### config.mk
export PLATFORM = sky130hd
export DESIGN_NAME = solitaire_deck_permuter_unit
export DESIGN_NICKNAME = d
export VERILOG_FILES = /design/src/hw/rtl/sdp_pkg.sv /design/src/hw/rtl/sdp_ram.sv /design/src/hw/rtl/solitaire_deck_permuter_unit.sv
export SDC_FILE = /design/constraint.sdc
export NUM_CORES = 1
export LEC_CHECK = 0
export CAP_MARGIN = 15
export CORE_UTILIZATION = 50
export CTS_BUF_LIST = sky130_fd_sc_hd__clkbuf_16
export DETAILED_ROUTE_END_ITERATION = 8
export DONT_BUFFER_PORTS = 1
export PLACE_DENSITY_LB_ADDON = 0.2
export SYNTH_ARGS = -nofsm -noshare
export SYNTH_HDL_FRONTEND = slang
export SYNTH_SLANG_ARGS = --single-unit
### constraint.sdc
create_clock -name aclk -period 13.77 [get_ports aclk]
set_input_delay 0.6885 -clock aclk [delete_from_list [all_inputs] [get_ports aclk]]
set_output_delay 0.6885 -clock aclk [all_outputs]
set_load 0.005 [all_outputs]
### src/hw/rtl/sdp_pkg.sv
// Shared types and codes for the deck permuter.
// No dependencies.
package sdp_pkg;
    typedef enum logic [2:0] {
        REQ_WRITE = 3'd0,
        REQ_MOVE1 = 3'd1,
        REQ_MOVE2 = 3'd2,
        REQ_TCUT  = 3'd3,
        REQ_CCUT  = 3'd4,
        REQ_READ  = 3'd5
    } req_t;

    typedef enum logic [3:0] {
        ST_IDLE,
        ST_INIT,
        ST_SCAN,
        ST_MOVE_RD,
        ST_MOVE_WR,
        ST_WRAP,
        ST_COPY,
        ST_BACK,
        ST_RDWAIT,
        ST_OUT
    } state_t;
endpackage

### src/hw/rtl/sdp_ram.sv
// Single-port-write, single-read synchronous memory with registered read data.
// Depends on nothing.
module sdp_ram #(
    parameter int DEPTH = 54,
    parameter int AW = 6
) (
    input  logic          aclk,
    input  logic          we,
    input  logic [AW-1:0] waddr,
    input  logic [5:0]    wdata,
    input  logic [AW-1:0] raddr,
    output logic [5:0]    rdata
);
    logic [5:0] mem [DEPTH];

    // Write and registered read
    always_ff @(posedge aclk) begin
        if (we) begin
            mem[waddr] <= wdata;
        end
        rdata <= mem[raddr];
    end
endmodule

### src/hw/rtl/solitaire_deck_permuter_unit.sv
// Solitaire deck permuter top level: sequencer and two deck memories.
// Depends on sdp_pkg and sdp_ram.
//
// One request is handled at a time. After reset a clearing pass loads the
// ordered deck; no request is taken during it. A write goes straight to the
// result state, and a read waits in ST_RDWAIT for the registered memory data.
// A move scans the deck memory one entry per cycle then swaps, or for a bottom
// card shifts the deck one entry per cycle; a two-place move runs this twice.
// A triple cut scans once and then copies through the scratch memory and
// back; a count cut copies and copies back. Each memory has a single read
// port, so every pass reads one entry at a time.
module solitaire_deck_permuter_unit
    import sdp_pkg::*;
#(
    parameter int DECK_SIZE = 54
) (
    input  logic       aclk,
    input  logic       aresetn,
    input  logic       s_valid,
    output logic       s_ready,
    input  logic [2:0] s_req_type,
    input  logic [5:0] s_pos,
    input  logic [5:0] s_card,
    output logic       m_valid,
    input  logic       m_ready,
    output logic [5:0] m_read_value
);
    localparam int AW = (DECK_SIZE > 1) ? $clog2(DECK_SIZE) : 1;
    localparam int CW = AW + 1;
    localparam logic [CW-1:0] N = CW'(DECK_SIZE);
    localparam logic [5:0] JOKER = 6'((DECK_SIZE - 1) % 64);

    state_t state_reg, state_next;
    logic [2:0] typ_reg, typ_next;
    logic [5:0] pos_reg, pos_next, card_reg, card_next;
    logic [5:0] out_reg, out_next;
    logic       pass_reg, pass_next;
    logic [CW-1:0] idx_reg, idx_next;
    logic [CW-1:0] first_reg, first_next, last_reg, last_next;
    logic       ffound_reg, ffound_next, lfound_reg, lfound_next;
    logic [CW-1:0] phase_reg, phase_next;

    logic          dwe, twe;
    logic [AW-1:0] dwa, dra, twa, tra;
    logic [5:0]    dwd, drd, twd, trd;

    sdp_ram #(.DEPTH(DECK_SIZE), .AW(AW)) u_deck (
        .aclk(aclk), .we(dwe), .waddr(dwa), .wdata(dwd), .raddr(dra), .rdata(drd)
    );
    sdp_ram #(.DEPTH(DECK_SIZE), .AW(AW)) u_tmp (
        .aclk(aclk), .we(twe), .waddr(twa), .wdata(twd), .raddr(tra), .rdata(trd)
    );

    assign s_ready = (state_reg == ST_IDLE);
    // Hide the pass between the two halves of a two-place move
    assign m_valid = (state_reg == ST_OUT) && !(typ_reg == REQ_MOVE2 && !pass_reg);
    assign m_read_value = out_reg;

    // Hold control state
    always_ff @(posedge aclk) begin
        if (!aresetn) begin
            state_reg <= ST_INIT;
            idx_reg   <= '0;
        end else begin
            state_reg <= state_next;
            idx_reg   <= idx_next;
        end
        typ_reg <= typ_next;     pos_reg <= pos_next;
        card_reg <= card_next;   out_reg <= out_next;
        pass_reg <= pass_next;   first_reg <= first_next;
        last_reg <= last_next;   ffound_reg <= ffound_next;
        lfound_reg <= lfound_next;
        phase_reg <= phase_next;
    end

    // Source index for the copy phase; phase 0 copy out, read of idx from deck
    function automatic logic [CW-1:0] cut_src(input logic [2:0] t, input logic [CW-1:0] k,
                                              input logic [CW-1:0] f, input logic [CW-1:0] l,
                                              input logic [5:0] c);
        logic [CW-1:0] nlow, nmid, ccnt, top;
        nlow = N - l - CW'(1);
        nmid = l - f + CW'(1);
        ccnt = CW'(c);
        top  = N - CW'(1) - ccnt;
        if (t == REQ_TCUT) begin
            if (k < nlow) return l + CW'(1) + k;
            else if (k < nlow + nmid) return f + (k - nlow);
            else return k - nlow - nmid;
        end else begin
            if (k == N - CW'(1)) return k;
            else if (k < top) return ccnt + k;
            else return k - top;
        end
    endfunction

    // Sequence the request
    always_comb begin
        state_next = state_reg; idx_next = idx_reg;
        typ_next = typ_reg; pos_next = pos_reg; card_next = card_reg;
        out_next = out_reg; pass_next = pass_reg; first_next = first_reg;
        last_next = last_reg; ffound_next = ffound_reg; lfound_next = lfound_reg;
        phase_next = phase_reg;
        dwe = 1'b0; dwa = idx_reg[AW-1:0]; dwd = card_reg;
        dra = idx_reg[AW-1:0];
        twe = 1'b0; twa = phase_reg[AW-1:0]; twd = drd;
        tra = idx_reg[AW-1:0];
        unique case (state_reg)
            ST_INIT: begin
                dwe = 1'b1;
                dwd = 6'(idx_reg + CW'(1));
                idx_next = idx_reg + CW'(1);
                if (idx_reg == N - CW'(1)) begin
                    state_next = ST_IDLE;
                end
            end
            ST_IDLE: begin
                if (s_valid) begin
                    typ_next = s_req_type; pos_next = s_pos; card_next = s_card;
                    out_next = '0; pass_next = 1'b0; idx_next = '0;
                    ffound_next = 1'b0; lfound_next = 1'b0;
                    case (s_req_type) inside
                        REQ_WRITE: begin
                            if ({1'b0, s_pos} < 7'(DECK_SIZE)) begin
                                dwe = 1'b1; dwa = s_pos[AW-1:0]; dwd = s_card;
                            end
                            state_next = ST_OUT;
                        end
                        REQ_READ: begin
                            dra = s_pos[AW-1:0];
                            state_next = ST_RDWAIT;
                        end
                        REQ_MOVE1, REQ_MOVE2, REQ_TCUT: begin
                            dra = '0;
                            idx_next = CW'(1);
                            phase_next = '0;
                            state_next = ST_SCAN;
                        end
                        REQ_CCUT: begin
                            if ({1'b0, s_pos} < 7'(DECK_SIZE - 1)) begin
                                phase_next = '0;
                                dra = AW'(cut_src(REQ_CCUT, '0, '0, '0, s_pos));
                                state_next = ST_COPY;
                            end else begin
                                state_next = ST_OUT;
                            end
                        end
                        default: state_next = ST_OUT;
                    endcase
                end
            end
            ST_RDWAIT: begin
                if ({1'b0, pos_reg} < 7'(DECK_SIZE)) out_next = drd;
                state_next = ST_OUT;
            end
            // idx_reg is address issued this cycle; drd holds entry phase_reg
            ST_SCAN: begin
                dra = idx_reg[AW-1:0];
                idx_next = idx_reg + CW'(1);
                phase_next = phase_reg + CW'(1);
                if (typ_reg == REQ_TCUT) begin
                    if (drd >= JOKER) begin
                        if (!ffound_next && !ffound_reg) begin
                            first_next = phase_reg; ffound_next = 1'b1;
                        end else begin
                            last_next = phase_reg; lfound_next = 1'b1;
                        end
                    end
                    if (phase_reg == N - CW'(1)) begin
                        if (ffound_next && lfound_next) begin
                            phase_next = '0;
                            dra = AW'(cut_src(REQ_TCUT, '0, first_next, last_next, '0));
                            state_next = ST_COPY;
                        end else begin
                            state_next = ST_OUT;
                        end
                    end
                end else begin
                    if (drd == card_reg) begin
                        first_next = phase_reg;
                        if (phase_reg == N - CW'(1)) begin
                            // bottom card wraps: shift entries 1..N-2 down one
                            idx_next = N - CW'(2);
                            dra = AW'(N - CW'(2));
                            state_next = ST_WRAP;
                        end else begin
                            dra = AW'(phase_reg + CW'(1));
                            state_next = ST_MOVE_RD;
                        end
                    end else if (phase_reg == N - CW'(1)) begin
                        state_next = ST_OUT;
                    end
                end
            end
            ST_MOVE_RD: begin
                // drd = entry below; swap
                dwe = 1'b1; dwa = first_reg[AW-1:0]; dwd = drd;
                state_next = ST_MOVE_WR;
            end
            ST_MOVE_WR: begin
                dwe = 1'b1; dwa = AW'(first_reg + CW'(1)); dwd = card_reg;
                state_next = ST_OUT;
            end
            ST_WRAP: begin
                // drd = entry idx_reg; write it one lower, walk upward
                dwe = 1'b1; dwa = AW'(idx_reg + CW'(1)); dwd = drd;
                if (idx_reg == CW'(1)) begin
                    state_next = ST_MOVE_WR;
                    first_next = '0;
                end else begin
                    idx_next = idx_reg - CW'(1);
                    dra = AW'(idx_reg - CW'(1));
                end
                if (idx_reg == CW'(1)) state_next = ST_MOVE_WR;
            end
            ST_COPY: begin
                // drd = deck[src(phase)]; store into scratch at phase
                twe = 1'b1; twa = phase_reg[AW-1:0]; twd = drd;
                dra = AW'(cut_src(typ_reg, phase_reg + CW'(1), first_reg, last_reg,
                                  pos_reg));
                phase_next = phase_reg + CW'(1);
                if (phase_reg == N - CW'(1)) begin
                    phase_next = '0;
                    tra = '0;
                    state_next = ST_BACK;
                end
            end
            ST_BACK: begin
                dwe = 1'b1; dwa = phase_reg[AW-1:0]; dwd = trd;
                tra = AW'(phase_reg + CW'(1));
                phase_next = phase_reg + CW'(1);
                if (phase_reg == N - CW'(1)) state_next = ST_OUT;
            end
            ST_OUT: begin
                if (typ_reg == REQ_MOVE2 && !pass_reg) begin
                    // second one-place move, searching anew
                    pass_next = 1'b1;
                    dra = '0; idx_next = CW'(1); phase_next = '0;
                    state_next = ST_SCAN;
                end else if (m_ready) begin
                    state_next = ST_IDLE;
                end
            end
            default: state_next = ST_IDLE;
        endcase
    end
endmodule

==> impl_metrics.ini, run 1 <==
[clock_network]
clk_path_buf_depth = 3
cts_made_buffers = 75
cts.sinks = 716
clock_latency_ps = 640
clkTransAtPathRegs_ps = 60
cts_tree = built
cts-resized-gates = 0
htree_levels = 3
root_buffer = clkbuf_16
postCtsSetupRepairBufs = 0
ctsHoldBuffers = 0

[critical_path]
required_ps = 14320
worst_setup_path_start_kind = flop
regToRegStartpoint = u_deck.rdata[4]
r2r_setup_slack_ps = 4580
reg2reg_to = u_deck.rdata[5]
rr_worst_depth = 30
worstPathMaxFanout = 60
criticalPathCategory = reg -> reg
arrival_ps = 9740
cp_slowest_cell = nor2_4
cp-end-kind = flop
max_stage_delay_ps = 770

[sta]
drv_slew = 0
slew-limit-headroom = 0.195
timing.setup.tns_ps = 0
setup_viol_count_final = 0
period_share = 0.668
rsz0062_at_grt = no
tightest_slew_ps = 1210
finalHoldViolCount = 0
fmax_mhz = 109
period_needed_ps = 9190
fin_ws_ps = 4580
skew_ps = 33.0

[global_routing]
antenna_found_initial = 2
grt_pass1_wl_um = 137000
grt_pass1_vias = 22246
grt-ovfl-total = 0
grt_max_degree = 163
grtUsageTotal = 0.256

[placed_design]
port_buffers = 0
place_ws_ps = 4670
routabilityCongestion = 0.966
place_area_sq_mm = 0.0359
hpwl_um = 58900

[finish]
nets = 2883
syn_to_final_growth_pct = 9.26
drive_gt1_frac = 0.0991
fill_cells = 5734
reg_top3 = u_deck.mem (324), u_tmp.mem (324)
multi_input_area_sq_mm = 0.0129
fin_area_sq_mm = 0.0383
seqCellArea_sq_mm = 0.0213

[detailed_routing]
firstDrtPassIters = 6
wl_per_cell_um = 24.2
vias = 22938
drc = 0
first_iter_violations = 2501
ant_nets = 0
viasPerCell = 6.10
drt-total-wl_um = 91100

[synthesis]
synth_seq_cells = 716
synth_cell_types = 106
synth_compound_area_frac = 0.126
synth_edf_count = 693
syn-instance-count = 2813
synth_ff_type = edfxtp_1
synthesis.nets = 2929
yosysTopAreaCell = edfxtp_1
synthAdderAreaFrac = 0.0363
yosysMostFrequentCell = edfxtp_1
synth_top_area_frac = 0.593
synth_mux_area_frac = 0.0696
netlist_area_sq_mm = 0.0351
ys_async_sr_fraction = 0
ys.warnings.count = 0
synth.avg_cell_area_sq_um = 12.5
yosys.area_share.simple = 0.109
synthXorXnorAreaFrac = 0.0248
synth_top_family_by_area = compound AO/OA/AOI/OAI gates
synth-seq-area-share = 0.606
ys_top_cells_by_count = edfxtp_1 (693), nand2_1 (272), nor2_1 (241)
synthTopCellsByArea = edfxtp_1 (59%), mux2i_1 (4.5%), ha_1 (3.2%)

[die]
core_area_sq_mm = 0.0689
fp-row-count = 96
initial_utilization = 0.509
die_area_sq_mm = 0.0712
dieWidth_um = 267
chipHeight_um = 267
pin_count = 27

[run]
max_cap_viol_count = 0

[run_status]
status = finished, final reports clean

[min_path]
min_path_cells = 1
min-delay-path-class = in -> reg
min_from = aresetn
holdPathEnd = state_reg[0]

[power]
p_per_area_mw_per_mm2 = 237
leakagePower_uw = 0.0129
ir_drop_mv = 0.277
==> layer usage <==
metal  vias up  GRT usage  routed length (um)
met1     11321      0.364               40300
met4         2     0.0882                2580
met2       890      0.390               41300
li1      10563          -                   -
met5         -          0                   7
met3       162     0.0525                6880
==> cells by family (layout without fill, tap and decap cells) <==
group	count (synthesis)	after routing
AOI/OAI and AO/OA	648	648
other	0	3
and+or+nand+nor	798	798
DFF	716	716
xor gates and xnor gates	93	93
adders and majority gates	97	97
muxes	233	233
buffers and inverters	228	240
==> placed cells by master (no fill, tap or decap), drive strengths merged, types with 11 or more instances in the layout <==
cell,instances
o22ai,34
nor3,34
nor2,244
o2bb2ai,19
dfxtp,23
nand2b,17
ha,89
or3,14
nor2b,28
a22oi,15
a2bb2oi,11
a21oi,127
o21ai,109
buf,33
nand3,30
nor4,17
xor2,32
nand2,273
edfxtp,693
clkbuf,77
and2,92
mux2i,157
mux2,76
xnor2,57
inv,80
a31oi,53
clkinv,38
a311oi,38
a211oi,134
a21o,19
==> worst max-delay path by stage <==
stage / from / end / slack [ps] / cells after the start
2_1_floorplan: u_deck.rdata[4] / u_deck.rdata[4] / 6230 / 31
3_3_place_gp: u_deck.rdata[4] / u_deck.rdata[5] / 5030 / 30
3_5_place_dp: u_deck.rdata[4] / u_deck.rdata[5] / 4670 / 30
4_1_cts: u_deck.rdata[4] / u_deck.rdata[5] / 4630 / 30
5_1_grt: u_deck.rdata[4] / u_deck.rdata[5] / 4010 / 30
6_report: u_deck.rdata[4] / u_deck.rdata[5] / 4580 / 30
==> worst max-delay path, delay by kind of cell (launching register included) <==
family                   cells  cell delay [ps]
AO/OA/AOI/OAI                8             2020
XOR/XNOR                     2              380
adder cells (fa/ha/maj)      5             1730
buffers and inverters        5             1540
flip-flops                   1              320
multiplexers                 2              690
AND/OR/NAND/NOR              8             2240
==> per-stage QoR <==
step                      total power, uW  hold WS, ps  utilization  cells
after CTS                            9090         83.8        0.555   3755
after floorplan                      5940          536            -   2813
final                                9090          116        0.556   3759
after detailed placement             7120          581        0.521   3620
after global placement               7030          567        0.521   3620
after global routing                 9510         98.0        0.556   3757
==> final cells by class <==
cell class / count / share of cell area
Clock buffer: 77 / 0.0503
Inverter: 72 / 0.00718
Clock inverter: 58 / 0.0126
Multi-Input combinational cell: 1869 / 0.337
Sequential cell: 716 / 0.555
Tap cell: 931 / 0.0304
Antenna cell: 3 / 0.000196
Timing Repair Buffer: 33 / 0.00744
==> report_power, final <==
group	switching, uW	total, uW	leakage, uW	internal [uW]
registers	79.3	3050	0.00647	2970
clock network	863	1970	0.00119	1100
logic	2690	4070	0.00520	1380
No activity file was read; power rests on OpenSTA's default activity.
==> run 2: changes to the inputs <==
--- a/config.mk
+++ b/config.mk
@@ -5,6 +5,7 @@
 export SDC_FILE = /design/constraint.sdc
 export NUM_CORES = 1
 export LEC_CHECK = 0
+export ABC_AREA = 1
 export CAP_MARGIN = 15
 export CORE_UTILIZATION = 50
 export CTS_BUF_LIST = sky130_fd_sc_hd__clkbuf_16
==> constraint.sdc (replaced) <==
create_clock -name aclk -period 8.4 [get_ports aclk]
set_input_delay 0.42 -clock aclk [delete_from_list [all_inputs] [get_ports aclk]]
set_output_delay 0.42 -clock aclk [all_outputs]
set_load 0.005 [all_outputs]
==> run 2 against run 1 <==
  * Count of clock-buffer cells in the layout down 2
  * Critical path depth up 6
  * Critical path type unchanged
  * Largest cell class unchanged
  * Register-to-register slack worse by 3800 ps
  * Sequential power up 64%
  * Fmax up 21%
  * Clock power up 74%
  * Hold slack worse by 46 ps
  * Highest routed layer is now met4
==> impl_metrics.ini, run 2 <==
[run_status]
status = finished, final reports clean

[global_routing]
grtUsageMet2 = 0.436
grtUsageMet3 = 0.0478
grt-ovfl-total = 0
grt_pass1_vias = 24931
grt-busiest-layer = met2
antenna_found_initial = 2
grt_max_degree = 102
grtUsageTotal = 0.278
met1_usage = 0.396
grt_pass1_wl_um = 150000

[synthesis]
synth-seq-area-share = 0.606
yosysTopAreaCell = edfxtp_1
ys.warnings.count = 0
ys_top_cells_by_count = edfxtp_1 (693), nand2_1 (513), nor2_1 (385)
yosysMostFrequentCell = edfxtp_1
synth.avg_cell_area_sq_um = 10.3
netlist_area_sq_mm = 0.0351
synth_ff_type = edfxtp_1
synth_cell_types = 57
synthesis.nets = 3521
synth_top_area_frac = 0.593
syn-instance-count = 3405
synth_seq_cells = 716
synthTopCellsByArea = edfxtp_1 (59%), nand2_1 (5.5%), nand3_1 (5.5%)
ys_async_sr_fraction = 0
synth_edf_count = 693

[detailed_routing]
drt-total-wl_um = 98500
drc = 0
firstDrtPassIters = 6
first_iter_violations = 3042
ant_nets = 0
vias = 25924
viasPerCell = 5.93
wl_per_cell_um = 22.5

[power]
leakagePower_uw = 0.0145
power_switching_uw = 6640
ir_drop_mv = 0.344
p_comb_frac = 0.450
clkPwrFrac = 0.224
p_per_area_mw_per_mm2 = 395
internal_power_uw = 8680
sequentialPowerShare = 0.326
sw_frac_of_total = 0.433

[placed_design]
hpwl_um = 64400
dpl.cell_count = 4214
routabilityCongestion = 0.960
port_buffers = 0

[sta]
timing.setup.tns_ps = 0
tightest_slew_ps = 1160
period_share = 0.907
fmax_mhz = 131
period_needed_ps = 7620
setup_viol_count_final = 0
finalHoldViolCount = 0
skew_ps = 33.7
hold_ws_ps = 70.0
rsz0062_at_grt = no
drv_slew = 0
slew-limit-headroom = 0.229

[die]
core_area_sq_mm = 0.0691
die_area_sq_mm = 0.0713
initial_utilization = 0.508
chipHeight_um = 267
dieWidth_um = 267
fp-row-count = 96
pin_count = 27

[finish]
finalNonFillerCells = 4375
syn_to_final_growth_pct = 10.4
layout_commonest_cell = edfxtp_1
reg_top3 = u_deck.mem (324), u_tmp.mem (324)
drive_gt1_frac = 0.0671
layout_common_cells = edfxtp_1 (693), nand2_1 (510), nor2_1 (384), nand3_1 (383), inv_1 (349)
nets = 3494

[clock_network]
cts_made_buffers = 75
cts-resized-gates = 0
root_buffer = clkbuf_16
clock_latency_ps = 640
cts.sinks = 716
clk_path_buf_depth = 3
clkTransAtPathRegs_ps = 60
cts_tree = built
htree_levels = 3

[critical_path]
required_ps = 8920
reg2reg_to = u_deck.rdata[4]
regToRegStartpoint = u_deck.rdata[1]
cp-end-kind = flop
arrival_ps = 8130
r2r_setup_slack_ps = 780
rr_worst_depth = 36
worstPathMaxFanout = 19
criticalPathCategory = reg -> reg
cp_slowest_cell = a22oi_2
max_stage_delay_ps = 930
critPathLaunch = u_deck.rdata[1]
worst_setup_path_start_kind = flop

[min_path]
holdPathEnd = state_reg[3]
min-delay-path-class = in -> reg
min_from = aresetn
min_path_cells = 2

[run]
max_cap_viol_count = 0
==> run 2: layout make-up <==
class                           instances  area, sq um
Tap cell                              931         1160
Fill cell                            5878        30300
Sequential cell                       716        21300
Antenna cell                            3         7.51
Multi-Input combinational cell       2170        11900
Timing Repair Buffer                   56          488
Clock buffer                           75         1880
Inverter                              359         1350
Clock inverter                         65          697
==> run 2: metal layers <==
metal	vias up	wire, um	part of all wire
met5	-	0	0
met1	12592	42600	0.43
met2	1191	45100	0.46
met3	175	8110	0.082
met4	0	2680	0.027
li1	11966	-	-
==> run 2: cell families after synthesis <==
kind of cell / after synthesis / share of synthesized area
AO/OA/AOI/OAI: 580 / 0.101
XOR/XNOR: 71 / 0.0177
adder cells (fa/ha/maj): 97 / 0.0363
buffers and inverters: 519 / 0.0586
flip-flops: 716 / 0.606
multiplexers: 1 / 0.000321
AND/OR/NAND/NOR: 1421 / 0.180
==> run 2: critical path, delay by kind of cell, from the launching register on <==
family          cells  cell delay (ps)
flops               1              350
fa+ha+maj           5             1500
xor+xnor            2              300
buf+inv             5              790
simple gates       14             1770
compound gates     10             2770
==> run 2: what timing repair did <==
item	in CTS	in global routing
hold endpoints to repair	18	0
hold buffers	17	0
buffers inserted	0	0
==> run 2: stage by stage <==
step | utilization | setup slack (ps) | area, sq um | power, uW
global route | 0.561 | 94.5 | 38800 | 16100
floorplan | - | 1800 | 35100 | 9620
global placement | 0.521 | 1000 | 36000 | 11800
CTS | 0.561 | 780 | 38700 | 15300
detailed placement | 0.521 | 843 | 36000 | 11800
finish | 0.561 | 782 | 38800 | 15300
==> run 2: how the worst max path moves through the flow <==
| stage | endpoint |
|---|---|
| after floorplan | u_deck.rdata[0] |
| after global placement | u_deck.rdata[1] |
| after detailed placement | u_deck.rdata[1] |
| after CTS | u_deck.rdata[1] |
| after global routing | u_deck.rdata[1] |
| final | u_deck.rdata[4] |
==> run 2: power groups by stage <==
stage / registers (uW) / clock network, uW / logic, uW
2_1_floorplan: 5170 / 0 / 4450
3_3_place_gp: 5070 / 0 / 6690
3_5_place_dp: 5070 / 0 / 6760
4_1_cts: 4990 / 3460 / 6800
5_1_grt: 5020 / 3600 / 7530
6_report: 5000 / 3430 / 6890
